## src/rtl/core/aml_sts_pkg.sv

```systemverilog
`default_nettype none

package aml_sts_pkg;

	// default scan window after a name match, in bytes
	localparam int unsigned SEARCH_WINDOW_DEF = 32;

	// byte codes
	localparam logic [7:0] OP_PACKAGE  = 8'h12;
	localparam logic [7:0] BYTE_PREFIX = 8'h0A;
	localparam logic [7:0] LEN_MASK    = 8'hC0;
	localparam logic [7:0] CHAR_UNDER  = 8'h5F;
	localparam logic [7:0] CHAR_S      = 8'h53;
	localparam logic [7:0] CHAR_FIVE   = 8'h35;

	// defaults when the package is not located
	localparam logic [7:0] DEFAULT_A = 8'd5;
	localparam logic [7:0] DEFAULT_B = 8'd0;

	// minimum bytes after the opcode for a valid hit
	localparam logic [2:0] MIN_AFTER_OP = 3'd5;
	localparam logic [2:0] AFTER_OP_MAX = 3'd7;

	// decode phases of the scanner
	typedef enum logic [3:0] {
		PH_SEARCH = 4'd0,
		PH_LEAD   = 4'd1,
		PH_SKIP   = 4'd2,
		PH_COUNT  = 4'd3,
		PH_A      = 4'd4,
		PH_A_PRE  = 4'd5,
		PH_B      = 4'd6,
		PH_B_PRE  = 4'd7,
		PH_DONE   = 4'd8
	} phase_t;

	// one table byte request
	typedef struct packed {
		logic [7:0] data_byte;
		logic       end_of_table;
	} scan_item_t;

	// one scan result
	typedef struct packed {
		logic       found;
		logic [7:0] sleep_type_a;
		logic [7:0] sleep_type_b;
	} scan_result_t;

	// expected character of the name at a given match position
	function automatic logic [7:0] name_char(input logic [1:0] pos);
		logic [7:0] c;
		case (pos)
			2'd0:    c = CHAR_UNDER;
			2'd1:    c = CHAR_S;
			2'd2:    c = CHAR_FIVE;
			default: c = CHAR_UNDER;
		endcase
		return c;
	endfunction

endpackage

`default_nettype wire

```

## src/rtl/core/aml_sts_in_reg.sv

```systemverilog
`default_nettype none

module aml_sts_in_reg
	import aml_sts_pkg::*;
(
	input  wire logic       clk,
	input  wire logic       arst_n,
	input  wire logic       in_valid,
	input  wire scan_item_t in_item,
	input  wire logic       advance,
	output logic            in_ready,
	output logic            valid_s1,
	output scan_item_t      item_s1
);

	// stage may load when empty or when its request moves on
	assign in_ready = !valid_s1 || advance;

	// stage valid flag
	always_ff @(posedge clk or negedge arst_n) begin
		if (!arst_n) begin
			valid_s1 <= 1'b0;
		end else if (in_ready) begin
			valid_s1 <= in_valid;
		end
	end

	// stage payload
	always_ff @(posedge clk) begin
		if (in_ready && in_valid) begin
			item_s1 <= in_item;
		end
	end

endmodule

`default_nettype wire

```

## src/rtl/core/aml_sts_core.sv

```systemverilog
`default_nettype none

module aml_sts_core
	import aml_sts_pkg::*;
#(
	parameter int unsigned SEARCH_WINDOW = SEARCH_WINDOW_DEF
) (
	input  wire logic       clk,
	input  wire logic       arst_n,
	input  wire logic       advance,
	input  wire scan_item_t item_s1,
	output scan_result_t    result
);

	localparam int unsigned DW       = $clog2(SEARCH_WINDOW + 1);
	localparam int unsigned CLEAR_AT = SEARCH_WINDOW - 3;

	// scanner state
	logic [1:0]    name_prog_q, name_prog_d;
	logic          have_match_q, have_match_d;
	logic [DW-1:0] dist_q, dist_d;
	phase_t        phase_q, phase_d;
	logic [1:0]    skip_q, skip_d;
	logic [2:0]    after_op_q, after_op_d;
	logic [7:0]    val_a_q, val_a_d;
	logic [7:0]    val_b_q, val_b_d;

	logic [7:0]    b;
	logic [DW-1:0] dist_inc;
	logic          match_live;
	logic [1:0]    skip_dec;

	assign b = item_s1.data_byte;

	// next state for one byte
	always_comb begin
		name_prog_d  = name_prog_q;
		have_match_d = have_match_q;
		dist_d       = dist_q;
		phase_d      = phase_q;
		skip_d       = skip_q;
		after_op_d   = after_op_q;
		val_a_d      = val_a_q;
		val_b_d      = val_b_q;
		dist_inc     = dist_q;
		match_live   = have_match_q;
		skip_dec     = skip_q;

		if (phase_q == PH_SEARCH) begin
			// age the latest name match and drop it once its distance reaches SEARCH_WINDOW - 3
			if (have_match_q) begin
				if (dist_q < DW'(SEARCH_WINDOW)) begin
					dist_inc = dist_q + DW'(1);
				end
				if (dist_inc >= DW'(CLEAR_AT)) begin
					match_live = 1'b0;
				end
			end
			dist_d       = dist_inc;
			have_match_d = match_live;

			if (match_live && b == OP_PACKAGE) begin
				phase_d     = PH_LEAD;
				after_op_d  = 3'd0;
				name_prog_d = 2'd0;
			end else if (b == name_char(name_prog_q)) begin
				if (name_prog_q == 2'd3) begin
					have_match_d = 1'b1;
					dist_d       = '0;
					name_prog_d  = 2'd1;
				end else begin
					name_prog_d = name_prog_q + 2'd1;
				end
			end else begin
				name_prog_d = (b == CHAR_UNDER) ? 2'd1 : 2'd0;
			end
		end else begin
			// saturating count of bytes after the opcode
			if (after_op_q < AFTER_OP_MAX) begin
				after_op_d = after_op_q + 3'd1;
			end
			unique case (phase_q)
				PH_LEAD: begin
					if ((b & LEN_MASK) != 8'd0) begin
						skip_d  = b[7:6];
						phase_d = PH_SKIP;
					end else begin
						phase_d = PH_COUNT;
					end
				end
				PH_SKIP: begin
					if (skip_q != 2'd0) begin
						skip_dec = skip_q - 2'd1;
					end
					skip_d = skip_dec;
					if (skip_dec == 2'd0) begin
						phase_d = PH_COUNT;
					end
				end
				PH_COUNT: begin
					phase_d = PH_A;
				end
				PH_A: begin
					val_a_d = b;
					phase_d = (b == BYTE_PREFIX) ? PH_A_PRE : PH_B;
				end
				PH_A_PRE: begin
					val_a_d = b;
					phase_d = PH_B;
				end
				PH_B: begin
					val_b_d = b;
					phase_d = (b == BYTE_PREFIX) ? PH_B_PRE : PH_DONE;
				end
				PH_B_PRE: begin
					val_b_d = b;
					phase_d = PH_DONE;
				end
				default: begin
					phase_d = phase_q;
				end
			endcase
		end
	end

	// result as seen after this byte
	always_comb begin
		result.found        = (phase_d != PH_SEARCH) && (after_op_d >= MIN_AFTER_OP);
		result.sleep_type_a = result.found ? val_a_d : DEFAULT_A;
		result.sleep_type_b = result.found ? val_b_d : DEFAULT_B;
	end

	// state registers, cleared at the end of each table
	always_ff @(posedge clk or negedge arst_n) begin
		if (!arst_n) begin
			name_prog_q  <= 2'd0;
			have_match_q <= 1'b0;
			dist_q       <= '0;
			phase_q      <= PH_SEARCH;
			skip_q       <= 2'd0;
			after_op_q   <= 3'd0;
			val_a_q      <= 8'd0;
			val_b_q      <= 8'd0;
		end else if (advance) begin
			if (item_s1.end_of_table) begin
				name_prog_q  <= 2'd0;
				have_match_q <= 1'b0;
				dist_q       <= '0;
				phase_q      <= PH_SEARCH;
				skip_q       <= 2'd0;
				after_op_q   <= 3'd0;
				val_a_q      <= 8'd0;
				val_b_q      <= 8'd0;
			end else begin
				name_prog_q  <= name_prog_d;
				have_match_q <= have_match_d;
				dist_q       <= dist_d;
				phase_q      <= phase_d;
				skip_q       <= skip_d;
				after_op_q   <= after_op_d;
				val_a_q      <= val_a_d;
				val_b_q      <= val_b_d;
			end
		end
	end

endmodule

`default_nettype wire

```

## src/rtl/core/aml_sts_out_reg.sv

```systemverilog
`default_nettype none

module aml_sts_out_reg
	import aml_sts_pkg::*;
(
	input  wire logic         clk,
	input  wire logic         arst_n,
	input  wire logic         valid_s1,
	input  wire logic         last_s1,
	input  wire scan_result_t result,
	input  wire logic         out_ready,
	output logic              advance,
	output logic              out_valid,
	output scan_result_t      out_result
);

	logic out_free;
	logic load;

	// a byte moves on unless it is the last one and the result slot is full
	assign out_free = !out_valid || out_ready;
	assign advance  = valid_s1 && (!last_s1 || out_free);
	assign load     = advance && last_s1;

	// result valid flag
	always_ff @(posedge clk or negedge arst_n) begin
		if (!arst_n) begin
			out_valid <= 1'b0;
		end else if (out_free) begin
			out_valid <= load;
		end
	end

	// result payload
	always_ff @(posedge clk) begin
		if (load) begin
			out_result <= result;
		end
	end

endmodule

`default_nettype wire

```

## src/rtl/core/aml_sleep_type_scanner_unit.sv

```systemverilog
// a last byte's request passes the input stage and then the result register before its result shows on m_tvalid
// throughput: one table byte per cycle, set by the single-byte scanner update, unless a last byte waits on m_tready
// the input stage keeps taking bytes while a result waits on m_tready, until it holds a last byte
// reset: arst_n clears the stages and the scanner to the searching phase
// the scanner also clears itself after every last byte
`default_nettype none

module aml_sleep_type_scanner_unit
	import aml_sts_pkg::*;
#(
	parameter int unsigned SEARCH_WINDOW = SEARCH_WINDOW_DEF
) (
	input  wire logic        clk,
	input  wire logic        arst_n,
	input  wire logic        s_tvalid,
	output logic             s_tready,
	input  wire logic [7:0]  s_tdata,   // [7:0] data_byte
	input  wire logic        s_tlast,   // end_of_table
	output logic             m_tvalid,
	input  wire logic        m_tready,
	output logic [15:0]      m_tdata,   // [7:0] sleep_type_a, [15:8] sleep_type_b
	output logic             m_tuser    // found
);

	scan_item_t   in_item;
	scan_item_t   item_s1;
	scan_result_t result;
	scan_result_t out_result;
	logic         valid_s1;
	logic         advance;

	assign in_item.data_byte    = s_tdata;
	assign in_item.end_of_table = s_tlast;

	// input stage
	aml_sts_in_reg u_in_reg (
		.clk      (clk),
		.arst_n   (arst_n),
		.in_valid (s_tvalid),
		.in_item  (in_item),
		.advance  (advance),
		.in_ready (s_tready),
		.valid_s1 (valid_s1),
		.item_s1  (item_s1)
	);

	// scanner state and byte update
	aml_sts_core #(
		.SEARCH_WINDOW (SEARCH_WINDOW)
	) u_core (
		.clk     (clk),
		.arst_n  (arst_n),
		.advance (advance),
		.item_s1 (item_s1),
		.result  (result)
	);

	// result register
	aml_sts_out_reg u_out_reg (
		.clk        (clk),
		.arst_n     (arst_n),
		.valid_s1   (valid_s1),
		.last_s1    (item_s1.end_of_table),
		.result     (result),
		.out_ready  (m_tready),
		.advance    (advance),
		.out_valid  (m_tvalid),
		.out_result (out_result)
	);

	assign m_tdata = {out_result.sleep_type_b, out_result.sleep_type_a};
	assign m_tuser = out_result.found;

	// a miss always carries the default sleep types
	assert property (@(posedge clk) disable iff (!arst_n)
		(m_tvalid && !m_tuser) |-> (m_tdata[7:0] == DEFAULT_A && m_tdata[15:8] == DEFAULT_B))
	else $error("miss result without default values");

	// input stalls only behind a waiting result
	assert property (@(posedge clk) disable iff (!arst_n)
		!s_tready |-> (m_tvalid && !m_tready))
	else $error("input stalled while result slot free");

	// a new result comes only from a last byte that moved on
	assert property (@(posedge clk) disable iff (!arst_n)
		(m_tvalid && !$past(m_tvalid)) |-> $past(advance && item_s1.end_of_table))
	else $error("result without a last byte");

endmodule

`default_nettype wire

```

## config.mk

```make
export PLATFORM = sky130hd
export DESIGN_NAME = aml_sleep_type_scanner_unit
export DESIGN_NICKNAME = d
export VERILOG_FILES = /design/src/rtl/core/aml_sts_pkg.sv /design/src/rtl/core/aml_sts_in_reg.sv /design/src/rtl/core/aml_sts_core.sv /design/src/rtl/core/aml_sts_out_reg.sv /design/src/rtl/core/aml_sleep_type_scanner_unit.sv
export SDC_FILE = /design/constraint.sdc
export NUM_CORES = 1
export LEC_CHECK = 0
export ABC_AREA = 1
export BUFFER_PORTS_ARGS = -buffer_cell sky130_fd_sc_hd__buf_4
export CAP_MARGIN = 20
export CORE_AREA = 2 2 81 83
export DETAILED_ROUTE_END_ITERATION = 6
export DIE_AREA = 0 0 83 85
export PLACE_DENSITY = 0.72
export SLEW_MARGIN = 20
export SYNTH_ARGS = -nofsm -noshare
export SYNTH_HDL_FRONTEND = slang
export SYNTH_HIERARCHICAL = 1
export SYNTH_SLANG_ARGS = --single-unit
```

## constraint.sdc

```tcl
create_clock -name clk -period 1.75 [get_ports clk]
set_input_delay 0.175 -clock clk [delete_from_list [all_inputs] [get_ports clk]]
set_output_delay 0.175 -clock clk [all_outputs]
set_load 0.01 [all_outputs]
```

After elaboration in Yosys (flattened, before gate mapping)
Index checks and enable logic that the tools add are counted.

$add $sub $neg: 4. Order comparisons: 4. Equal/unequal tests: 16. Mux-type cells: 51. Reduce and logical (&&, ||, !) cells: 22.

Operator list (count): $mux 8 (8); $mux 6 (9); $pmux 4 s7 (1); $mux 2 (12); $mux 4 (5); $eq 4x3->1 const B (4); $pmux 7 s2 (1); $mux 3 (4); $mux 1 (10); $eq 4x2->1 const B (2); $eq 8x4->1 const B (1); $eq 8x5->1 const B (1); $eq 8x7->1 const B (1); $eq 8x8->1 (1); $reduce_bool 8->1 (1); $add 6x1->6 const B (1); $ge 6x5->1 const B (1); $lt 6x6->1 const B (1); $logic_and 1x1->1 (5); $eq 2x2->1 const B (2); $eq 4x1->1 const B (1); $logic_not 4->1 (1); $pmux 2 s2 (1); $reduce_and 4->1 (1); other kinds (16) (22).

Register bits after elaboration: 62. Input port bits: 13. Output and inout bits: 19. Word-level logic and storage cells: 112.

Depth between registers and ports, before layout
Gate-level depths: netlist of run 1.

Depth after elaboration: 16. Mapped depth: 12. Gate-level depth less buffers: 12.

By module
The synthesis of run 1 kept the hierarchy.

By module, submodules not included: aml_sts_core (instances 1, cells an instance 306, area each 2188.3 sq um, sequential area each 850.8 sq um); aml_sts_out_reg (instances 1, cells an instance 28, area each 583.1 sq um, sequential area each 535.5 sq um); aml_sts_in_reg (instances 1, cells an instance 15, area each 315.3 sq um, sequential area each 295.3 sq um).

Worst setup path before layout of run 1
Ideal clock, no wire load.

Kind: register -> register. From: register u_core.dist_q[0]. To: register, netlist name u_out_reg/out_result[0]. Setup time: 259 ps. Arrival: 1587 ps. Setup slack: -96 ps. Stages on the path, launching flop included: 13. Path buffers: 1. Clock period less this slack: 1846 ps. Path through: dfrtp_1 ha_1 inv_1 nand2_1 nand2_1 a21oi_1 nand3_1 nand3_2 nand3_1 nand2_1 o21bai_4 buf_6 nor2_1.

Longest elaborated chain between the ends: 13. Elaborated cells between the ends (all ways): 17. Those cells by class: add/sub (1); order compare (3); mux (10); reduce/logical (3).

Ends and longest elaborated chain: start, declared (RTL line aml_sts_core.sv:21) `logic [DW-1:0] dist_q, dist_d;`; start signal, assigned (RTL line aml_sts_core.sv:157) `dist_q <= dist_d;`; $add 6x1->6 or $lt 6x6->1 (tied branches) (RTL line aml_sts_core.sv:53, aml_sts_core.sv:52); $mux 6 (*) (RTL line aml_sts_core.sv:52) `if (dist_q < DW'(SEARCH_WINDOW)) begin`; $mux 6 (*) (RTL line aml_sts_core.sv:51) `if (have_match_q) begin`; $mux 6 (*) (RTL line aml_sts_core.sv:49) `if (phase_q == PH_SEARCH) begin`; $ge 6x5->1 (*) (RTL line aml_sts_core.sv:55) `if (dist_inc >= DW'(CLEAR_AT)) begin`; $mux 1 (*) (RTL line aml_sts_core.sv:55); $mux 1 (*) (RTL line aml_sts_core.sv:51); $mux 1 (*) (RTL line aml_sts_core.sv:49); $logic_and 1x1->1 (*) (RTL line aml_sts_core.sv:62) `if (match_live && b == OP_PACKAGE) begin`; $mux 3 or $mux 4 (tied branches) (RTL line aml_sts_core.sv:62); $mux 3 or $mux 4 (tied branches) (RTL line aml_sts_core.sv:49); $ge 3x3->1 or $reduce_bool 4->1 (tied branches) (RTL line aml_sts_core.sv:128) `result.found = (phase_d != PH_SEARCH) && (after_op_d >= MIN_AFTER_OP);`; $logic_and 1x1->1 (*) (RTL line aml_sts_core.sv:128).

Mark *: on every way between the ends. The rest lies on a longest branch, timed or not. The select of a mux whose other input is x is not followed. A chain may end at the register's enable or synchronous reset.

Final worst setup path of run 1
From: register u_core.dist_q[0]. To: register, netlist name u_out_reg/out_result[7].

Longest elaborated chain between the ends: 13. Elaborated cells between the ends (all ways): 17. Those cells by class: add/sub (1); order compare (3); mux (10); reduce/logical (3).

Ends and longest elaborated chain (RTL line): $add 6x1->6 or $lt 6x6->1 (tied branches) (aml_sts_core.sv:53, aml_sts_core.sv:52); $mux 6 (*) (aml_sts_core.sv:52); $mux 6 (*) (aml_sts_core.sv:51); $mux 6 (*) (aml_sts_core.sv:49); $ge 6x5->1 (*) (aml_sts_core.sv:55); $mux 1 (*) (aml_sts_core.sv:55); $mux 1 (*) (aml_sts_core.sv:51); $mux 1 (*) (aml_sts_core.sv:49); $logic_and 1x1->1 (*) (aml_sts_core.sv:62); $mux 3 or $mux 4 (tied branches) (aml_sts_core.sv:62); $mux 3 or $mux 4 (tied branches) (aml_sts_core.sv:49); $ge 3x3->1 or $reduce_bool 4->1 (tied branches) (aml_sts_core.sv:128); $logic_and 1x1->1 (*) (aml_sts_core.sv:128).

Marked as above.

==> impl_metrics.ini, run 1 <==
[outcome]
outcome = complete, but fails checks
violations = setup timing

[critical_path]
crit_path_start = u_core/dist_q[0]$_DFFE_PN0P_
start_kind = register
crit_slowest_cell = dfrtp_1
crit_required_ps = 1850
worst-path-max-fanout = 7
r2r-end = u_out_reg/out_result[7]$_DFFE_PP_
timing.rr.start = u_core/dist_q[0]$_DFFE_PN0P_
critPathArrivalTime_ps = 2000
r2r_cells = 12
cpMostUsedCell = nand2_2
path_class = reg -> reg
slowest_delay_ps = 380
end_kind = register
reg2reg_slack_ps = -150
cp-endpoint = u_out_reg/out_result[7]$_DFFE_PP_
worstPathCellList = ha_1 -> inv_1 -> nand2_1 -> nand2_2 -> a21oi_2 -> nand3_2 -> nand3_4 -> nand2_2 -> nand2_2 -> o21bai_4 -> clkbuf_16 -> nor2_1

[synthesis]
synth_cell_type_count = 35
async_reset_ff_frac = 0.5806
synth_top_area_share = 0.2919
ys_warn_count = 6
synth_ff_type = dfrtp_1
synthesis.instances = 349
synth_top_area_cell = dfrtp_1
ys_seq_elements = 62
synth-edff-count = 26
netlist_area_um2 = 3087
synth_area_leaders = dfrtp_1, edfxtp_1, nand2_1
syn_area_per_cell_um2 = 8.844
ys_seq_area_frac = 0.5448
syn_nets = 367

[clock_tree]
clk-insertion-delay-late_ps = 350
cts_tree = done
clock-root-buffer = clkbuf_8
htree_levels = 3
clockBufferDepth = 2
clkSlewWorstSetupHoldPaths_ps = 70
clkSinkCount = 62
cts-buffers-inserted = 9

[timing]
timing.final.hold_violations = 0
slew_viol_final = 0
clock_skew_ps = 7.674
timing.final.crit_share = 1.087
maxSlewHeadroom = 0.6842
setup_ws_ps = -152.0
max_freq_mhz = 525.8
setup_viol = 16
rsz0062_at_grt = yes
min_period_ps = 1902
setup_tns_ps = -2079
worst_pin_slew_ps = 473.7

[job]
cap_viol_max_count = 0

[floorplan]
fp-row-count = 29
io_pins = 32
die_area_um2 = 7055
die_y_um = 85
coreArea_um2 = 6205
initial_core_util = 0.4975
die_w_um = 83

[route]
vias = 2736
dr.pass1.iters = 4
met1_length_um = 3162
drtIter0Drc = 184
wl_met2_um = 3548
routed-wl-met3_um = 375
drtAntennaViolNets = 0
wl_per_cell_um = 13.97
finalWirelength_um = 7239
routed.top_layer = met4
drc = 0
via_per_inst = 5.282

[placement]
place_area_um2 = 3672
port_buffers = 31
dp_hpwl_um = 4825
routabilityCongestion = 0.8785

[final_layout]
fin_area_um2 = 4179
n_antenna_cell = 0
nNetsFinal = 454
fill_cells = 480
syn_to_final_growth_pct = 35.39
drive_above_1_share = 0.3288

[min_path]
hold_path.class = in -> reg
hold_path_depth = 3

[global_route]
grt_use_total = 0.2108
grt-ovfl-total = 0
grt_max_degree = 37
antenna_found_initial = 0
grt_first_pass_wirelength_um = 11790
grt_pass1_vias = 2624

[power_and_ir_drop]
powerDensity_nw_per_um2 = 1211
leakagePower_nw = 1.807
peakVddDrop_v = 0.0007601
fin_total_pwr_mw = 5.062
## timing repair
action,4_1_cts,5_1_grt
hold buffers,10,0
endpoints found under the hold margin,45,0
setup endpoints to repair,23,28
cloned,0,1
pin swaps,4,16
setup buffers,1,3
resized for setup,5,38
## cell usage after synthesis, types with 5 or more instances
master / n
nand4_1: 6
ha_1: 5
nand2_1: 77
edfxtp_1: 26
o21ai_0: 51
nand3_1: 16
nor2_2: 5
dfrtp_1: 36
inv_1: 44
o22ai_1: 11
nor2_1: 27
a21oi_1: 5
## cell families after synthesis
kind of cell / share of synthesized area
AOI/OAI and AO/OA: 0.1597
xor gates and xnor gates: 0.002838
adders and majority gates: 0.02027
buffers and inverters: 0.07782
DFF: 0.5448
and+or+nand+nor: 0.1946
## routing by layer
layer  vias up  GRT usage
li1       1352          -
met1      1286     0.2697
met2        83     0.3504
met3        15    0.03502
met4         0     0.1043
met5         -          0
## power breakdown
group	total [mW]	internal [mW]	leakage (nW)	switching, mW
Clock	1.30	0.702	0.0987	0.597
Sequential	1.87	1.73	0.731	0.137
Combinational	1.89	0.745	0.978	1.15
Total	5.06	3.18	1.81	1.88
## worst min-delay path by stage
stage	from	to	slack, ps
floorplan	arst_n	u_core/after_op_q[0]$_DFFE_PN0P_	-120
global placement	arst_n	u_core/dist_q[0]$_DFFE_PN0P_	170
detailed placement	arst_n	u_core/dist_q[1]$_DFFE_PN0P_	170
CTS	s_tvalid	u_in_reg/valid_s1$_DFFE_PN0P_	10
global route	s_tvalid	u_in_reg/valid_s1$_DFFE_PN0P_	30
finish	s_tvalid	u_in_reg/valid_s1$_DFFE_PN0P_	30
## flip-flops by register name, summed over array words and instances (netlist names)
register / flops
u_out_reg/out_result: 17
u_in_reg/item_s1: 9
u_core/val_a_q: 8
u_core/val_b_q: 8
u_core/dist_q: 6
u_core/phase_q: 4
u_core/after_op_q: 3
u_core/name_prog_q: 2
u_core/skip_q: 2
u_core/have_match_q: 1
u_in_reg/valid_s1: 1
u_out_reg/out_valid: 1
## area by class of cell
| type | instances | area [um2] | share of cell area |
|---|---|---|---|
| clock buffers | 10 | 137.6 | 0.03293 |
| clock inverters | 6 | 71.32 | 0.01707 |
| inverters | 49 | 183.9 | 0.04401 |
| multi-input cells | 229 | 1309 | 0.3132 |
| flip-flops and latches | 62 | 1684 | 0.4030 |
| well taps | 77 | 96.34 | 0.02305 |
| repair buffers | 85 | 696.9 | 0.1668 |
## metrics by stage
stage	hold WS, ps	std cells	setup WS, ps	util
floorplan	-120.6	349	-92.88	-
global placement	171.2	487	-100.7	0.5919
detailed placement	174.4	487	-152.7	0.5919
CTS	12.37	514	-167.3	0.6451
global route	26.65	518	-292.5	0.6735
finish	26.21	518	-152.0	0.6735
## worst max-delay path, delay by kind of cell, from the launching register on
kind,cells,cell delay [ps]
flops,1,380
fa+ha+maj,1,290
compound gates,2,260
buf+inv,2,230
simple gates,7,500
## cells in the final DEF, fill, tap and decap left out, types with 2 or more instances in the layout
master / synthesis / final
a21oi_1: 5 / 4
a21oi_2: 1 / 2
buf_4: 1 / 72
clkbuf_8: 0 / 10
clkinv_4: 0 / 3
clkinvlp_4: 0 / 2
dfrtp_1: 36 / 34
dfrtp_2: 0 / 2
dlygate4sd3_1: 0 / 10
edfxtp_1: 26 / 26
ha_1: 5 / 3
ha_4: 0 / 2
inv_1: 44 / 41
inv_2: 4 / 7
nand2_1: 77 / 70
nand2_2: 2 / 8
nand3_1: 16 / 13
nand3_2: 1 / 3
nand4_1: 6 / 6
nor2_1: 27 / 18
nor2_2: 5 / 14
nor2_4: 2 / 2
nor3_1: 2 / 2
o211ai_1: 3 / 3
o21ai_0: 51 / 45
o21ai_1: 4 / 9
o21ai_2: 2 / 3
o22ai_1: 11 / 5
o22ai_2: 0 / 6
Note: power is estimated with default switching activity, not from simulation.
==> run 2: changes to the inputs <==
--- a/config.mk
+++ b/config.mk
@@ -12,6 +12,7 @@
 export DETAILED_ROUTE_END_ITERATION = 6
 export DIE_AREA = 0 0 83 85
 export PLACE_DENSITY = 0.72
+export REMOVE_ABC_BUFFERS = 1
 export SLEW_MARGIN = 20
 export SYNTH_ARGS = -nofsm -noshare
 export SYNTH_HDL_FRONTEND = slang
==> run 2 against run 1 <==
Net effect:
- the flow still finishes with violations (setup timing)
- non-clock buffer count is 2 lower
- sequential power about the same
- critical path depth did not move
- first-iteration DRC count increased by 39%
- via count decreased by 0.26%
- sequential share of layout area increased by 0.45 points
- critical path type unchanged
- highest routed layer unchanged
==> impl_metrics.ini, run 2 (synthesis gave the netlist of run 1 again) <==
[outcome]
outcome = complete, but fails checks
violations = setup timing

[global_route]
grt-ovfl-total = 0
grt_pass1_vias = 2650
grt_first_pass_wirelength_um = 12000
grt_max_degree = 37
antenna_found_initial = 0
grt_use_total = 0.2160

[critical_path]
r2r_cells = 12
start_kind = register
worst-path-max-fanout = 7
path_class = reg -> reg
crit_required_ps = 1850
crit_path_start = u_core/dist_q[0]$_DFFE_PN0P_
critPathArrivalTime_ps = 2020
timing.rr.start = u_core/dist_q[0]$_DFFE_PN0P_
end_kind = register
cp-endpoint = u_out_reg/out_result[6]$_DFFE_PP_
r2r-end = u_out_reg/out_result[6]$_DFFE_PP_
reg2reg_slack_ps = -170

[route]
drc = 0
dr.pass1.iters = 4
drtAntennaViolNets = 0
vias = 2729
via_per_inst = 5.289
finalWirelength_um = 7333
wl_per_cell_um = 14.21
drtIter0Drc = 255

[final_layout]
seqCellArea_um2 = 1683
n_antenna_cell = 0
drive_above_1_share = 0.3280
nNetsFinal = 452
final_cell_mix = nand2_1, buf_4, o21ai_0
reg_top3 = u_out_reg/out_result (17), u_in_reg/item_s1 (9)
fill_cells = 488
multiInputGateArea_um2 = 1310
syn_to_final_growth_pct = 33.81
largest_reg_flops = 17
final_common_cell = nand2_1
regMostFlops = u_out_reg/out_result

[timing]
maxSlewHeadroom = 0.6759
min_period_ps = 1922
timing.final.hold_violations = 0
setup_viol = 17
timing.final.crit_share = 1.098
setup_ws_ps = -172.4
rsz0062_at_grt = yes
timing.hold.ws_ps = 28.83
worst_pin_slew_ps = 486.1
slew_viol_final = 0
clock_skew_ps = 8.563
max_freq_mhz = 520.2

[power_and_ir_drop]
leakagePower_nw = 1.773
peakVddDrop_v = 0.0007762
powerDensity_nw_per_um2 = 1172
fin_total_pwr_mw = 4.842

[floorplan]
io_pins = 32
initial_core_util = 0.4975
die_area_um2 = 7055
die_y_um = 85
fp-row-count = 29
die_w_um = 83
coreArea_um2 = 6205

[placement]
routabilityCongestion = 0.8726
port_buffers = 31
dp_hpwl_um = 4779

[clock_tree]
htree_levels = 3
clock-root-buffer = clkbuf_8
clkSlewWorstSetupHoldPaths_ps = 70
cts-buffers-inserted = 9
clkSinkCount = 62
cts_tree = done
clockBufferDepth = 2
clk-insertion-delay-late_ps = 350

[min_path]
hold_path.class = in -> reg
hold_path_depth = 3

[job]
cap_viol_max_count = 0
run 2: cell type report:
cell class,instances,area share
clock buffers,10,0.03090
multi-input cells,229,0.3172
well taps,77,0.02333
flip-flops and latches,62,0.4075
repair buffers,83,0.1672
clock inverters,6,0.009391
inverters,49,0.04453
run 2: routing by layer:
layer | vias up | part of all wire | track usage
li1 | 1344 | - | -
met1 | 1307 | 0.46 | 0.2814
met2 | 69 | 0.48 | 0.3460
met3 | 9 | 0.046 | 0.04475
met4 | 0 | 0.016 | 0.1073
met5 | - | 0 | 0
run 2: worst min-delay path by stage:
stage / from / end / slack, ps
CTS: s_tvalid / u_in_reg/valid_s1$_DFFE_PN0P_ / 20
detailed placement: arst_n / u_out_reg/out_valid$_DFFE_PN0P_ / 180
floorplan: arst_n / u_core/after_op_q[0]$_DFFE_PN0P_ / -120
global placement: arst_n / u_out_reg/out_valid$_DFFE_PN0P_ / 170
finish: s_tvalid / u_in_reg/valid_s1$_DFFE_PN0P_ / 30
global route: s_tvalid / u_in_reg/valid_s1$_DFFE_PN0P_ / 50
run 2: metrics by stage:
step	setup WS, ps	TNS (ps)	instances	util	area [um2]
floorplan	-159.3	-2083	340	-	3030
global placement	-103.7	-1834	483	0.5878	3647
detailed placement	-139.0	-2588	483	0.5878	3647
CTS	-126.4	-1839	511	0.6354	3943
global route	-247.8	-4174	516	0.6657	4130
finish	-172.4	-2381	516	0.6657	4130
run 2: power breakdown:
group	internal, mW	switching [mW]
Clock	0.507	0.580
Sequential	1.73	0.159
Combinational	0.736	1.13
Total	2.97	1.87
run 2: worst max-delay path: stages (launching register included):
cell	delay, ps
dfrtp_1	380
ha_1	290
inv_1	50
nand2_1	60
nand2_2	80
a21oi_2	60
nand3_2	80
nand3_4	80
nand3_2	70
nand2_2	70
o21bai_4	210
clkbuf_16	190
nor2_1	40
run 2: timing repair:
item / in CTS / in global routing
pin swaps: 0 / 10
cloned: 0 / 1
hold buffers: 10 / 0
endpoints found under the setup margin: 23 / 31
endpoints found under the hold margin: 45 / 0
setup buffers: 2 / 5
gates resized for setup: 5 / 40
==> run 3: changes to the inputs <==
--- a/config.mk
+++ b/config.mk
@@ -8,10 +8,9 @@
 export ABC_AREA = 1
 export BUFFER_PORTS_ARGS = -buffer_cell sky130_fd_sc_hd__buf_4
 export CAP_MARGIN = 20
-export CORE_AREA = 2 2 81 83
+export CORE_AREA = 2 2 97 99
 export DETAILED_ROUTE_END_ITERATION = 6
-export DIE_AREA = 0 0 83 85
-export PLACE_DENSITY = 0.72
+export DIE_AREA = 0 0 99 101
 export REMOVE_ABC_BUFFERS = 1
 export SLEW_MARGIN = 20
 export SYNTH_ARGS = -nofsm -noshare
==> run 3 against run 2 <==
Net effect:
- the flow still finishes with violations (setup timing)
- global-route usage shrank 6.9 points
- via count is 1.5% lower
- hold slack worse by 13 ps
- final cell count is 4.1% higher
- utilization down 22 points
- sequential power about the same
- non-clock buffer count fell by 13
- sequential share of layout area rose by 0.93 points
- die area grew 42%
- highest routed layer unchanged
==> impl_metrics.ini, run 3 (synthesis gave the netlist of run 1 again) <==
[outcome]
outcome = complete, but fails checks
violations = setup timing

[timing]
worst_pin_slew_ps = 483.4
max_freq_mhz = 512.9
timing.hold.ws_ps = 15.70
timing.final.hold_violations = 0
setup_ws_ps = -199.6
clock_skew_ps = 11.41
slew_viol_final = 0
rsz0062_at_grt = yes
timing.final.crit_share = 1.114
maxSlewHeadroom = 0.6777
setup_viol = 17
min_period_ps = 1950

[final_layout]
fill_cells = 858
regMostFlops = u_out_reg/out_result
reg_top3 = u_out_reg/out_result (17), u_in_reg/item_s1 (9)
nNetsFinal = 439
final_common_cell = nand2_1
syn_to_final_growth_pct = 30.81
largest_reg_flops = 17
multiInputGateArea_um2 = 1277
seqCellArea_um2 = 1683
drive_above_1_share = 0.3122
n_antenna_cell = 0
final_cell_mix = nand2_1, buf_4, o21ai_0
utilization = 0.4498

[critical_path]
start_kind = register
crit_family = simple AND/OR/NAND/NOR gates
critPathArrivalTime_ps = 2030
slowest_delay_ps = 380
crit_required_ps = 1830
crit_slowest_cell = dfrtp_1
end_kind = register
path_class = reg -> reg
worst-path-max-fanout = 7
worstPathCellList = ha_1 -> inv_1 -> nand2_1 -> nand2_2 -> a21oi_2 -> nand3_2 -> nand3_4 -> nand3_2 -> nand2_2 -> o21bai_4 -> clkbuf_16 -> nor2_1
cp.buffers_inverters = 2
path_depth = 12
r2r_cells = 12

[global_route]
grt_use_total = 0.1469
grt_first_pass_wirelength_um = 11740
grt_pass1_vias = 2543
antenna_found_initial = 0
grt_max_degree = 37
grt-ovfl-total = 0

[power_and_ir_drop]
fin_total_pwr_mw = 4.973
p_seq_frac = 0.374
peakVddDrop_v = 0.0005126
pwr-share-clk = 0.246
p_int_mw = 3.121
powerDensity_nw_per_um2 = 1232
switching_power_mw = 1.852
leakagePower_nw = 1.722
swShare = 0.3724
p_comb_frac = 0.380

[min_path]
hold_path_depth = 1
hold_path.class = in -> reg

[route]
dr.pass1.iters = 4
via_per_inst = 5.006
vias = 2688
finalWirelength_um = 6982
wl_per_cell_um = 13.00
drtAntennaViolNets = 0
drc = 0
drtIter0Drc = 175

[clock_tree]
clkSlewWorstSetupHoldPaths_ps = 70
clock-root-buffer = clkbuf_8
clockBufferDepth = 2
cts-buffers-inserted = 9
cts_tree = done
htree_levels = 3
clkSinkCount = 62
clk-insertion-delay-late_ps = 340

[floorplan]
die_area_um2 = 9999
die_w_um = 99
die_y_um = 101
io_pins = 32
initial_core_util = 0.3438
fp-row-count = 35
coreArea_um2 = 8977

[placement]
dp_slack_ps = -159.9
port_buffers = 31
dp_hpwl_um = 4921
routabilityCongestion = 0.8373

[job]
cap_viol_max_count = 0
run 3: metal layers:
layer | global-route usage | vias up | share of wire
li1 | - | 1318 | -
met1 | 0.1964 | 1271 | 0.47
met2 | 0.2323 | 87 | 0.46
met3 | 0.02358 | 12 | 0.053
met4 | 0.07271 | 0 | 0.017
met5 | 0 | - | 0
run 3: worst reg2reg max path, delay by kind of cell (launching register included):
| family | cells | cell delay, ps |
|---|---|---|
| compound gates | 2 | 270 |
| fa+ha+maj | 1 | 290 |
| buf+inv | 2 | 250 |
| flops | 1 | 380 |
| simple gates | 7 | 510 |
run 3: stage by stage:
stage,TNS [ps],std cells,instance area [um2]
floorplan,-2083,340,3030
CTS,-2339,535,3890
global route,-5329,537,4038
detailed placement,-2549,517,3677
finish,-2762,537,4038
global placement,-1647,517,3677
run 3: area by class of cell:
cell class / count / share of cell area
repair buffers: 70 / 0.1391
multi-input cells: 229 / 0.3164
clock inverters: 6 / 0.01549
flip-flops and latches: 62 / 0.4168
clock buffers: 10 / 0.03161
well taps: 111 / 0.03440
inverters: 49 / 0.04617
run 3: power by group through the flow:
| stage | sequential (mW) | clock (mW) | combinational (mW) |
|---|---|---|---|
| floorplan | 1.91 | 0 | 1.03 |
| global placement | 1.87 | 0 | 1.72 |
| detailed placement | 1.88 | 0 | 1.74 |
| CTS | 1.85 | 1.26 | 1.76 |
| global route | 1.88 | 1.32 | 2.10 |
| finish | 1.86 | 1.23 | 1.89 |
run 3: worst paths after layout:
path                                                     end                           from  slack, ps
min in group asynchronous       u_core/dist_q[0]$_DFFE_PN0P_                         arst_n        330
setup reg to reg           u_out_reg/out_result[5]$_DFFE_PP_   u_core/dist_q[1]$_DFFE_PN0P_       -200
hold reg to reg                u_core/val_a_q[0]$_DFFE_PN0P_  u_core/val_a_q[0]$_DFFE_PN0P_        490
setup / recovery           u_out_reg/out_result[5]$_DFFE_PP_   u_core/dist_q[1]$_DFFE_PN0P_       -200
hold / removal                 u_in_reg/item_s1[6]$_DFFE_PP_                     s_tdata[5]         20
max in group asynchronous      u_core/val_b_q[2]$_DFFE_PN0P_                         arst_n       1060
run 3: timing repair:
item                       in CTS  in global routing
pin swaps                       1                 12
setup endpoints to repair      23                 32
gates resized for setup         2                 38
hold endpoints to repair       36                  0
setup buffers                   1                  2
cloned                          0                  1
hold buffers                    1                  0
